File: config.mk
export PLATFORM = sky130hd
export DESIGN_NAME = i2c_master_transaction_sequencer
export DESIGN_NICKNAME = d
export VERILOG_FILES = /design/src/design/imts_pkg.sv /design/src/design/i2c_master_transaction_sequencer.sv /design/src/design/imts_ram.sv /design/src/design/imts_core.sv /design/src/design/imts_out_fifo.sv
export SDC_FILE = /design/constraint.sdc
export NUM_CORES = 1
export LEC_CHECK = 0
export ABC_AREA = 0
export BUFFER_PORTS_ARGS = -buffer_cell sky130_fd_sc_hd__buf_2
export CAP_MARGIN = 20
export CORE_MARGIN = 3
export CORE_UTILIZATION = 50
export CTS_BUF_LIST = sky130_fd_sc_hd__clkbuf_4 sky130_fd_sc_hd__clkbuf_8
export CTS_CLUSTER_DIAMETER = 200
export DETAILED_ROUTE_END_ITERATION = 6
export PLACE_DENSITY = 0.74
export SYNTH_ARGS = -nofsm -noshare
export SYNTH_HDL_FRONTEND = slang
export SYNTH_SLANG_ARGS = --single-unit
File: constraint.sdc
create_clock -name clock -period 12.65 [get_ports clock]
set_input_delay 2.53 -clock clock [delete_from_list [all_inputs] [get_ports clock]]
set_output_delay 2.53 -clock clock [all_outputs]
set_load 0.02 [all_outputs]
File: src/design/imts_pkg.sv
// package for the i2c master transaction sequencer
// holds command and status codes and the transaction payload structs; no dependencies
`default_nettype none

package imts_pkg;

   // bus event and request codes carried in the command field
   typedef enum logic [2:0] {
      CMD_LOAD       = 3'd0,
      CMD_BEGIN      = 3'd1,
      CMD_START_SENT = 3'd2,
      CMD_ADDR_DONE  = 3'd3,
      CMD_TX_EMPTY   = 3'd4,
      CMD_RX_BYTE    = 3'd5,
      CMD_ABORT      = 3'd6
   } cmd_type;

   // transaction status codes
   typedef enum logic [2:0] {
      ST_WR_FAIL    = 3'd0,
      ST_RD_FAIL    = 3'd1,
      ST_XF_FAIL_WR = 3'd2,
      ST_XF_FAIL_RD = 3'd3,
      ST_WR_OK      = 3'd4,
      ST_RD_OK      = 3'd5,
      ST_XF_OK      = 3'd6
   } status_type;

   // configuration register indexes
   localparam logic CSR_SLAVE_ADDRESS = 1'b0;
   localparam logic CSR_READ_LENGTH   = 1'b1;

   // largest read; longer read lengths saturate to it
   localparam int unsigned READ_DEPTH = 16;

   localparam logic [7:0] ADDR_WRITE_MASK = 8'hFE;
   localparam logic [7:0] ADDR_READ_BIT   = 8'h01;

   typedef struct packed {
      logic [2:0] command;
      logic [7:0] data;
      logic       tx_complete;
   } req_type;

   typedef struct packed {
      logic       tx_valid;
      logic [7:0] tx_byte;
      logic       gen_start;
      logic       gen_stop;
      logic       ack_enable;
      logic       rx_valid;
      logic [7:0] rx_byte;
      logic       done_res;
      logic [2:0] status;
      logic       busy_res;
      logic [4:0] bytes_written;
   } rsp_type;

endpackage

`default_nettype wire

File: src/design/i2c_master_transaction_sequencer.sv
// top level of the i2c master transaction sequencer
// uses imts_pkg, imts_core (with imts_ram) and imts_out_fifo
//
// req channel: one transaction per command (load byte, begin, bus event,
// abort); each accepted transaction yields exactly one rsp transaction with
// the bus action, any received byte, done flag and status.
// csr channel: always ready; index 0 slave address, index 1 read length.
// writes arriving while a bus transaction is open are dropped.
// a result is registered into the buffer and is visible on rsp in the cycle
// after its request is taken when no earlier result is still waiting there.
// throughput: one request per cycle while req_ready is high; the decode is
// combinational and the write store is read ahead through its registered port.
// a two-entry result buffer keeps req_ready high while one result waits;
// req_ready drops whenever both entries are full, also in a cycle where
// rsp_ready takes one, so a full buffer stalls the request channel.
// reset (synchronous): no transaction open, write store empty, status wr
// fail, both configuration registers zero, result buffer empty.
`default_nettype none

module i2c_master_transaction_sequencer #(
   parameter int WRITE_DEPTH = 16
) (
   input  wire logic         clock,
   input  wire logic         reset,
   input  wire logic         req_valid,
   output logic              req_ready,
   input  wire imts_pkg::req_type req_data,
   output logic              rsp_valid,
   input  wire logic         rsp_ready,
   output imts_pkg::rsp_type rsp_data,
   input  wire logic         csr_valid,
   output logic              csr_ready,
   input  wire logic         csr_index,
   input  wire logic [7:0]   csr_data
);

   imts_pkg::rsp_type core_rsp;
   logic              req_fire;

   assign csr_ready = 1'b1;
   assign req_fire  = req_valid && req_ready;

   imts_core #(
      .WRITE_DEPTH(WRITE_DEPTH)
   ) u_core (
      .clock    (clock),
      .reset    (reset),
      .req_fire (req_fire),
      .req      (req_data),
      .csr_fire (csr_valid && csr_ready),
      .csr_index(csr_index),
      .csr_data (csr_data),
      .rsp      (core_rsp)
   );

   imts_out_fifo u_out (
      .clock    (clock),
      .reset    (reset),
      .in_valid (req_valid),
      .in_ready (req_ready),
      .in_data  (core_rsp),
      .out_valid(rsp_valid),
      .out_ready(rsp_ready),
      .out_data (rsp_data)
   );

endmodule

`default_nettype wire

File: src/design/imts_ram.sv
// generic single-port-write, single-port-read ram with registered read data
// no dependencies
`default_nettype none

module imts_ram #(
   parameter int WIDTH = 8,
   parameter int DEPTH = 16
) (
   input  wire logic                                   clock,
   input  wire logic                                   wr_en,
   input  wire logic [(DEPTH > 1 ? $clog2(DEPTH) : 1)-1:0] wr_addr,
   input  wire logic [WIDTH-1:0]                       wr_data,
   input  wire logic [(DEPTH > 1 ? $clog2(DEPTH) : 1)-1:0] rd_addr,
   output logic      [WIDTH-1:0]                       rd_data
);

   logic [WIDTH-1:0] mem_ff [DEPTH];
   logic [WIDTH-1:0] rd_data_ff;

   always_ff @(posedge clock) begin
      if (wr_en) begin
         mem_ff[wr_addr] <= wr_data;
      end
      rd_data_ff <= mem_ff[rd_addr];
   end

   assign rd_data = rd_data_ff;

endmodule

`default_nettype wire

File: src/design/imts_core.sv
// sequencing logic: transaction state, configuration registers, write store
// and the combinational decode of each transaction into its result; uses imts_pkg, imts_ram
`default_nettype none

module imts_core #(
   parameter int WRITE_DEPTH = 16
) (
   input  wire logic             clock,
   input  wire logic             reset,
   input  wire logic             req_fire,
   input  wire imts_pkg::req_type req,
   input  wire logic             csr_fire,
   input  wire logic             csr_index,
   input  wire logic [7:0]       csr_data,
   output imts_pkg::rsp_type     rsp
);

   localparam int FW = $clog2(WRITE_DEPTH + 1);
   localparam int AW = WRITE_DEPTH > 1 ? $clog2(WRITE_DEPTH) : 1;

   logic [FW-1:0] write_fill_ff, write_fill_in;
   logic [FW-1:0] write_pos_ff, write_pos_in;
   logic [4:0]    read_count_ff, read_count_in;
   logic          reading_ff, reading_in;
   logic [2:0]    status_ff, status_in;
   logic          active_ff, active_in;
   logic [7:0]    slave_address_ff, slave_address_in;
   logic [4:0]    read_length_ff, read_length_in;

   logic [4:0]    read_target;
   logic [4:0]    read_count_inc;
   logic          store_wr;
   logic [7:0]    store_rd_data;

   // read address follows the next write position so the byte is ready in the cycle after
   imts_ram #(
      .WIDTH(8),
      .DEPTH(WRITE_DEPTH)
   ) u_store (
      .clock  (clock),
      .wr_en  (store_wr),
      .wr_addr(write_fill_ff[AW-1:0]),
      .wr_data(req.data),
      .rd_addr(write_pos_in[AW-1:0]),
      .rd_data(store_rd_data)
   );

   assign read_target = (read_length_ff > 5'(imts_pkg::READ_DEPTH))
                        ? 5'(imts_pkg::READ_DEPTH) : read_length_ff;
   assign read_count_inc = read_count_ff + ((read_count_ff < read_target) ? 5'd1 : 5'd0);
   assign store_wr = req_fire && (req.command == imts_pkg::CMD_LOAD) && !active_ff
                     && (write_fill_ff < FW'(WRITE_DEPTH));

   // configuration writes are dropped while a transaction is open
   always_comb begin
      slave_address_in = slave_address_ff;
      read_length_in   = read_length_ff;
      if (csr_fire && !active_ff) begin
         unique case (csr_index)
            imts_pkg::CSR_SLAVE_ADDRESS: slave_address_in = csr_data;
            imts_pkg::CSR_READ_LENGTH:   read_length_in   = csr_data[4:0];
            default:                     slave_address_in = slave_address_ff;
         endcase
      end
   end

   always_comb begin
      write_fill_in = write_fill_ff;
      write_pos_in  = write_pos_ff;
      read_count_in = read_count_ff;
      reading_in    = reading_ff;
      status_in     = status_ff;
      active_in     = active_ff;
      rsp           = '0;
      if (req_fire) begin
         unique case (req.command)
            imts_pkg::CMD_LOAD: begin
               if (store_wr) begin
                  write_fill_in = write_fill_ff + FW'(1);
               end
            end
            imts_pkg::CMD_BEGIN: begin
               if (!active_ff) begin
                  if (write_fill_ff != '0 || read_target != '0) begin
                     if (write_fill_ff != '0 && read_target != '0) begin
                        status_in = imts_pkg::ST_XF_FAIL_WR;
                     end else if (write_fill_ff != '0) begin
                        status_in = imts_pkg::ST_WR_FAIL;
                     end else begin
                        status_in = imts_pkg::ST_RD_FAIL;
                     end
                     reading_in     = (write_fill_ff == '0);
                     active_in      = 1'b1;
                     write_pos_in   = '0;
                     read_count_in  = '0;
                     rsp.gen_start  = 1'b1;
                  end else begin
                     // nothing to send or receive: refuse
                     status_in    = imts_pkg::ST_WR_FAIL;
                     rsp.gen_stop = 1'b1;
                     rsp.done_res = 1'b1;
                  end
               end
            end
            imts_pkg::CMD_START_SENT: begin
               if (active_ff) begin
                  rsp.tx_valid = 1'b1;
                  rsp.tx_byte  = reading_ff ? (slave_address_ff | imts_pkg::ADDR_READ_BIT)
                                            : (slave_address_ff & imts_pkg::ADDR_WRITE_MASK);
               end
            end
            imts_pkg::CMD_ADDR_DONE: begin
               if (active_ff && reading_ff) begin
                  // single-byte read: no ack and the stop goes out right away
                  if (read_target > 5'd1) begin
                     rsp.ack_enable = 1'b1;
                  end else begin
                     rsp.gen_stop = 1'b1;
                  end
               end
            end
            imts_pkg::CMD_TX_EMPTY: begin
               if (active_ff && !reading_ff) begin
                  if (write_pos_ff < write_fill_ff) begin
                     rsp.tx_valid = 1'b1;
                     rsp.tx_byte  = store_rd_data;
                     write_pos_in = write_pos_ff + FW'(1);
                  end else if (req.tx_complete) begin
                     if (read_target != '0) begin
                        // repeated start into the read phase
                        status_in     = imts_pkg::ST_XF_FAIL_RD;
                        reading_in    = 1'b1;
                        read_count_in = '0;
                        rsp.gen_start = 1'b1;
                     end else begin
                        status_in     = imts_pkg::ST_WR_OK;
                        rsp.gen_stop  = 1'b1;
                        rsp.done_res  = 1'b1;
                        active_in     = 1'b0;
                        write_fill_in = '0;
                     end
                  end
               end
            end
            imts_pkg::CMD_RX_BYTE: begin
               if (active_ff && reading_ff) begin
                  rsp.rx_valid  = 1'b1;
                  rsp.rx_byte   = req.data;
                  read_count_in = read_count_inc;
                  if (read_target - read_count_inc == 5'd1) begin
                     rsp.gen_stop = 1'b1;
                  end else if (read_count_inc >= read_target) begin
                     status_in     = (status_ff == imts_pkg::ST_XF_FAIL_RD)
                                     ? imts_pkg::ST_XF_OK : imts_pkg::ST_RD_OK;
                     rsp.gen_stop  = 1'b1;
                     rsp.done_res  = 1'b1;
                     active_in     = 1'b0;
                     write_fill_in = '0;
                  end
               end
            end
            imts_pkg::CMD_ABORT: begin
               rsp.gen_stop  = 1'b1;
               rsp.done_res  = 1'b1;
               active_in     = 1'b0;
               write_fill_in = '0;
            end
            default: begin
               active_in = active_ff;
            end
         endcase
      end
      rsp.status        = status_in;
      rsp.busy_res      = active_in;
      rsp.bytes_written = 5'(write_pos_in);
   end

   always_ff @(posedge clock) begin
      if (reset) begin
         write_fill_ff    <= '0;
         write_pos_ff     <= '0;
         read_count_ff    <= '0;
         reading_ff       <= 1'b0;
         status_ff        <= imts_pkg::ST_WR_FAIL;
         active_ff        <= 1'b0;
         slave_address_ff <= '0;
         read_length_ff   <= '0;
      end else begin
         write_fill_ff    <= write_fill_in;
         write_pos_ff     <= write_pos_in;
         read_count_ff    <= read_count_in;
         reading_ff       <= reading_in;
         status_ff        <= status_in;
         active_ff        <= active_in;
         slave_address_ff <= slave_address_in;
         read_length_ff   <= read_length_in;
      end
   end

   a_fill_bound: assert property (@(posedge clock) disable iff (reset)
      write_fill_ff <= FW'(WRITE_DEPTH))
      else $error("write store fill beyond depth");

   a_pos_bound: assert property (@(posedge clock) disable iff (reset)
      active_ff |-> write_pos_ff <= write_fill_ff)
      else $error("write position past fill during transaction");

   a_read_bound: assert property (@(posedge clock) disable iff (reset)
      (active_ff && reading_ff) |-> (read_target != '0 && read_count_ff <= read_target))
      else $error("read count out of range");

   a_done_idle: assert property (@(posedge clock) disable iff (reset)
      (req_fire && rsp.done_res) |=> (!active_ff && write_fill_ff == '0))
      else $error("transaction still open after done");

endmodule

`default_nettype wire

File: src/design/imts_out_fifo.sv
// two-entry result buffer between the sequencing logic and the result channel
// uses imts_pkg
`default_nettype none

module imts_out_fifo (
   input  wire logic         clock,
   input  wire logic         reset,
   input  wire logic         in_valid,
   output logic              in_ready,
   input  wire imts_pkg::rsp_type in_data,
   output logic              out_valid,
   input  wire logic         out_ready,
   output imts_pkg::rsp_type out_data
);

   logic [1:0]        count_ff, count_in;
   imts_pkg::rsp_type head_ff, head_in;
   imts_pkg::rsp_type tail_ff, tail_in;
   logic              push;
   logic              pop;

   assign in_ready  = (count_ff != 2'd2);
   assign out_valid = (count_ff != 2'd0);
   assign out_data  = head_ff;
   assign push      = in_valid && in_ready;
   assign pop       = out_valid && out_ready;

   always_comb begin
      head_in  = head_ff;
      tail_in  = tail_ff;
      count_in = count_ff + (push ? 2'd1 : 2'd0) - (pop ? 2'd1 : 2'd0);
      if (pop) begin
         if (count_ff == 2'd2) begin
            head_in = tail_ff;
         end else if (push) begin
            head_in = in_data;
         end
      end else if (push) begin
         if (count_ff == 2'd0) begin
            head_in = in_data;
         end else begin
            tail_in = in_data;
         end
      end
   end

   always_ff @(posedge clock) begin
      if (reset) begin
         count_ff <= 2'd0;
      end else begin
         count_ff <= count_in;
      end
      head_ff <= head_in;
      tail_ff <= tail_in;
   end

endmodule

`default_nettype wire
Yosys cells after proc, flatten, opt, wreduce, memory -nomap -nowiden
Memory sizes are Yosys's and may differ from the RTL's. A register that Yosys moved wholly into a read port is not among the register bits.
Cells that the tools add are included.
Word-level totals
  register bits: 97
  bits in writable memories: 128
  input bits: 26
  output and inout port bits: 34
  word-level logic and storage cells: 193
  memories: 1
Memories
  u_core.u_store.mem_ff: words 16, bits a word 8, rd ports 1, clocked after memory_dff 1, wr ports 1, RTL line imts_ram.sv:17  | logic [WIDTH-1:0] mem_ff [DEPTH];
Cells by class
  $add $sub $neg: 6
  magnitude comparators: 6
  eq/ne operators: 21
  mux-type cells: 94
  bitwise gates (word level): 3
  reductions and logical operators: 31
Operators by type and width (count)
  2-to-1 mux 31 bit: 5
  2-to-1 mux 5 bit: 21
  2-to-1 mux 1 bit: 37
  2-to-1 mux 3 bit: 10
  2-to-1 mux 9 bit: 3
  case mux 5 bit (4 select lines): 1
  case mux 9 bit (2 select lines): 1
  case mux 5 bit (3 select lines): 1
  2-to-1 mux 2 bit: 6
  != test 2 x 1 -> 1 bit, second input constant: 6
  != test 2 bit, second input constant: 6
  2-to-1 mux 11 bit: 1
  adder 5 x 1 -> 5 bit, second input constant: 2
  less-than comparator 5 bit: 2
  2-to-1 mux 10 bit: 1
  case mux 5 bit (2 select lines): 1
  AND reduction 10 bit: 1
  nonzero test 2 bit: 5
  nonzero test 5 bit: 2
  equality test 3 x 2 -> 1 bit, second input constant: 3
  equality test 3 bit, second input constant: 3
  logical AND 1 bit: 9
  case mux 3 bit (3 select lines): 1
  AND reduction 9 bit: 1
  25 further kinds: 32

Longest topological paths before layout
  depth after elaboration: 14
  gate-level depth with buffers: 20
  depth with buffers taken out: 20

Hierarchy
From an unflattened synthesis, not the netlist that was laid out.
Second synthesis, totals
  cells, all modules: 695
  area total of the unflattened synthesis: 10369.9 um^2
By module, submodules not included
  imts_ram: instances 1, cells each 229, area an instance 5147.4 um^2, sequential area each 4003.8 um^2
  imts_core: instances 1, cells each 350, area an instance 2676.3 um^2, sequential area each 640.6 um^2
  imts_out_fifo: instances 1, cells each 113, area an instance 2528.7 um^2, sequential area each 1901.8 um^2
  i2c_master_transaction_sequencer: instances 1, cells each 3, area an instance 17.5 um^2, sequential area each 0.0 um^2

Worst setup path before layout
Ideal clock, no wire load.
  path type: input to register
  from: in rsp_ready
  to: reg u_out.tail_ff[0] in the netlist's numbering (enable)
  setup time: 0.464 ns
  arrival: 4.836 ns
  required time: 12.186 ns
  path slack: 7.350 ns
  cell stages on the path: 1
  buffers on the path: 0
  path through: nor3b_1
On the way
  word-level cells in the longest chain between the ends: 3
RTL lines
  start, declared: RTL line i2c_master_transaction_sequencer.sv:29  | input wire logic rsp_ready,
  logical AND 1 bit: RTL line imts_out_fifo.sv:26  | assign pop = out_valid && out_ready;
  NOT 1 bit (no source line)
  AND reduction 3 bit (no source line)
  end signal, assigned: RTL line imts_out_fifo.sv:54  | tail_ff <= tail_in;
  end, declared: RTL line imts_out_fifo.sv:18  | imts_pkg::rsp_type tail_ff, tail_in;
Every way passes these cells.
A chain may end at the register's enable or synchronous reset.

Worst setup path after layout
  from: in req_data[11] in the netlist's numbering
  to: reg u_core.u_store.rd_data_ff[7] (netlist: u_core.u_store.rd_data[7]) (read register of u_core.u_store.mem_ff)
On the way
  word-level cells in the longest chain between the ends: 3
  elaborated cells between the ends (all ways): 4
  classes of those cells: 2 x eq/ne; 2 x mux
RTL lines
  start, declared: RTL line i2c_master_transaction_sequencer.sv:27  | input wire imts_pkg::req_type req_data,
  equality test 3 bit / equality test 3 x 1 -> 1 bit (equally long branches): RTL line imts_core.sv:76  | unique case (req.command)
  case mux 5 bit (2 select lines) (*): RTL line imts_core.sv:76
  2-to-1 mux 5 bit (*): RTL line imts_core.sv:75  | if (req_fire) begin
  end, declared: RTL line imts_ram.sv:18  | logic [WIDTH-1:0] rd_data_ff;
Every way passes the cells marked *; elsewhere a longest branch is shown, timed or not.

==> impl_metrics.tcl <==
set metrics [dict create \
    ys_warn_count 0 \
    synth.distinct_cells 86 \
    wl_per_cell_um 19.19 \
    combPwrFrac 0.114 \
    worst_pin_slew_ps 1080 \
    grt.busiest_layer "met2" \
    cts_tree "built" \
    grt_max_degree 68 \
    drc 0 \
    fin_crit_sh 0.4087 \
    nets 874 \
    postCtsHoldBufs 0 \
    wirelength_um 21550 \
    drtAntennaViolNets 0 \
    grt_use_met2 0.2985 \
    mostFrequentLayoutCells "edfxtp_1 (190), nor2_1 (75), mux2i_1 (70), buf_2 (58)" \
    synth_edf_count 190 \
    viasPerCell 5.687 \
    finalCriticalPeriod_ps 5170 \
    synth_flop_cell "edfxtp_1" \
    final.setup.tns_ps 0 \
    ir_worst_vdd_uv 60.41 \
    end_kind "register" \
    antenna_found_initial 0 \
    cap_violations 0 \
    cts_setup_buffers 0 \
    hold_viol_final 0 \
    port_buffers 58 \
    pin_count 60 \
    syn2layout_area_growth_pct 12.10 \
    clkSlewWorstSetupHoldPaths_ps 60 \
    ys_seq_elements 232 \
    synth_nets 798 \
    r2r_cells 20 \
    rsz0062_at_grt "false" \
    synth-async-reset-ratio 0 \
    grt_pass1_vias 6162 \
    finClkSkew_ps 24.12 \
    intPower_mw 1.368 \
    clock-sinks 232 \
    start_util 0.5134 \
    cts-root-buf "clkbuf_8" \
    numCtsBuffers 38 \
    synth_area_um2 10490 \
    worstPathArrival_ps 5590 \
    avgSynthCellArea_um2 14.00 \
    die_height_um 150.8 \
    path_class "input pin to register" \
    seq_area_frac_synth 0.6242 \
    slew_viol_final 0 \
    netlist_instances 749 \
    path_max_fanout 67 \
    htreeDepth 2 \
    final_common_cell "edfxtp_1" \
    cp.required_ps 13070 \
    die_x_um 150.8 \
    maxClockFrequency_ghz 0.1934 \
    status "finished clean" \
    grt_overflow 0 \
    diodes 0 \
    min_path_cells 2 \
    p_leak_nw 4.342 \
    hpwl_um 14120 \
    dieArea_um2 22750 \
    use_met3 0.03860 \
    startpoint_type "input pin" \
    slew_headroom 0.2799 \
    grtUsageMet1 0.2707 \
    p_per_area_nw_per_um2 153.7 \
    finalSetupViolations 0 \
    first_pass_iters 7 \
    rows 52 \
    routabilityCongestion 0.9711 \
    power_frac_seq 0.497 \
    ctsLongestPathBuffers 3 \
    p_sw_mw 0.4385 \
    num_vias 6387 \
    grt_pass1_wl_um 33730 \
    core_area_um2 20430 \
    grt_usage 0.1911 \
    power_mw 1.807 \
    clkPwrFrac 0.388 \
    drive_gt1_frac 0.2427 \
    sw_frac_of_total 0.2427 \
    drt_iter0_drc 397 \
    clkLatencyLatePin_ps 530 \
    cts_resized 0 \
    hold_class "register to register" \
]
[registers in the layout, indices dropped and copies added, names as in the netlist]
| name | flops |
|---|---|
| u_core.reading_ff | 1 |
| u_out.count_ff | 2 |
| u_core.write_pos_ff | 5 |
| u_core.status_ff | 3 |
| u_core.read_length_ff | 5 |
| u_core.read_count_ff | 5 |
| u_core.u_store.mem_ff | 128 |
| u_core.write_fill_ff | 5 |
| u_core.active_ff | 1 |
| u_core.slave_address_ff | 7 |
| u_core.u_store.rd_data | 8 |
| u_out.out_data | 31 |
| u_out.tail_ff | 31 |
[cell usage after synthesis (3+ instances only)]
cell / n / area share
inv_1: 22 / 0.0079
mux2_1: 7 / 0.0075
or2_2: 3 / 0.0018
o2bb2ai_1: 7 / 0.0058
a22o_1: 7 / 0.0058
nor3b_1: 5 / 0.0036
mux2i_1: 70 / 0.067
nand2b_1: 3 / 0.0018
a211o_1: 3 / 0.0025
a211oi_1: 5 / 0.0036
a21o_1: 3 / 0.0021
a41oi_1: 3 / 0.0025
a21oi_1: 37 / 0.018
o211ai_1: 7 / 0.0050
nand2_1: 37 / 0.013
xor2_1: 4 / 0.0033
buf_12: 5 / 0.0095
mux2_4: 5 / 0.0072
buf_6: 5 / 0.0054
or3_1: 3 / 0.0018
dfxtp_1: 42 / 0.080
nor3_1: 9 / 0.0043
edfxtp_1: 190 / 0.54
a221o_1: 7 / 0.0067
ha_1: 22 / 0.026
buf_2: 5 / 0.0024
o21ai_0: 9 / 0.0043
nor2_1: 75 / 0.027
mux2_2: 37 / 0.040
nand3_1: 8 / 0.0038
a31oi_1: 3 / 0.0018
nand4_1: 6 / 0.0036
and2_1: 18 / 0.011
o21a_1: 5 / 0.0036
clkbuf_1: 10 / 0.0036
[worst paths after layout]
kind | from | end | slack [ps]
hold reg to reg | u_core.read_count_ff[4] | u_core.read_count_ff[4] | 500
setup reg to reg | u_core.read_length_ff[4] | u_out.out_data[5] | 7850
hold / removal | u_core.read_count_ff[4] | u_core.read_count_ff[4] | 500
setup / recovery | req_data[11] | u_core.u_store.rd_data[7] | 7480
[stage by stage]
| stage | cell area [um^2] | instances | setup WS (ps) | util | hold WS [ps] |
|---|---|---|---|---|---|
| finish | 11760 | 1123 | 7480 | 0.5755 | 497.1 |
| detailed placement | 10930 | 1055 | 6974 | 0.5348 | 478.5 |
| floorplan | 10490 | 749 | 7350 | - | 448.9 |
| CTS | 11760 | 1123 | 7538 | 0.5755 | 488.9 |
| global placement | 10930 | 1055 | 7097 | 0.5348 | 472.2 |
| global route | 11760 | 1123 | 7319 | 0.5755 | 512.6 |
[area by class of cell]
type	instances	area, um^2
Clock buffer	59	705.7
Sequential cell	232	6546
Timing Repair Buffer	66	350.3
Fill cell	1613	8673
Clock inverter	9	125.1
Tap cell	270	337.8
Multi-Input combinational cell	463	3597
Inverter	24	93.84
[power by group through the flow]
stage               clock network [mW]  logic (mW)  registers, mW
floorplan                            0      0.0942          0.957
global placement                     0       0.204          0.913
detailed placement                   0       0.207          0.915
CTS                              0.716       0.208          0.899
global route                     0.749       0.226          0.903
finish                           0.702       0.207          0.898
[critical path, cell delays in order]
cell and delay [ps]:
buf_2 220, nor3b_4 410, nand3_2 200, a211o_1 340
o211ai_4 80, buf_4 830, mux2_1 390, nor2_1 110
a21oi_1 70, a221o_1 350
[cell families after synthesis]
group	share of synthesized area
other	0.0003576
adders and majority gates	0.02816
xor gates and xnor gates	0.006562
and+or+nand+nor	0.09640
AOI/OAI and AO/OA	0.08901
muxes	0.1212
DFF	0.6242
buffers and inverters	0.03412
[routing by layer]
metal | vias up | part of all wire
li1 | 2991 | -
met3 | 33 | 0.065
met5 | - | 0
met1 | 3116 | 0.45
met2 | 247 | 0.46
met4 | 0 | 0.020
No activity file was read; power rests on OpenSTA's default activity.
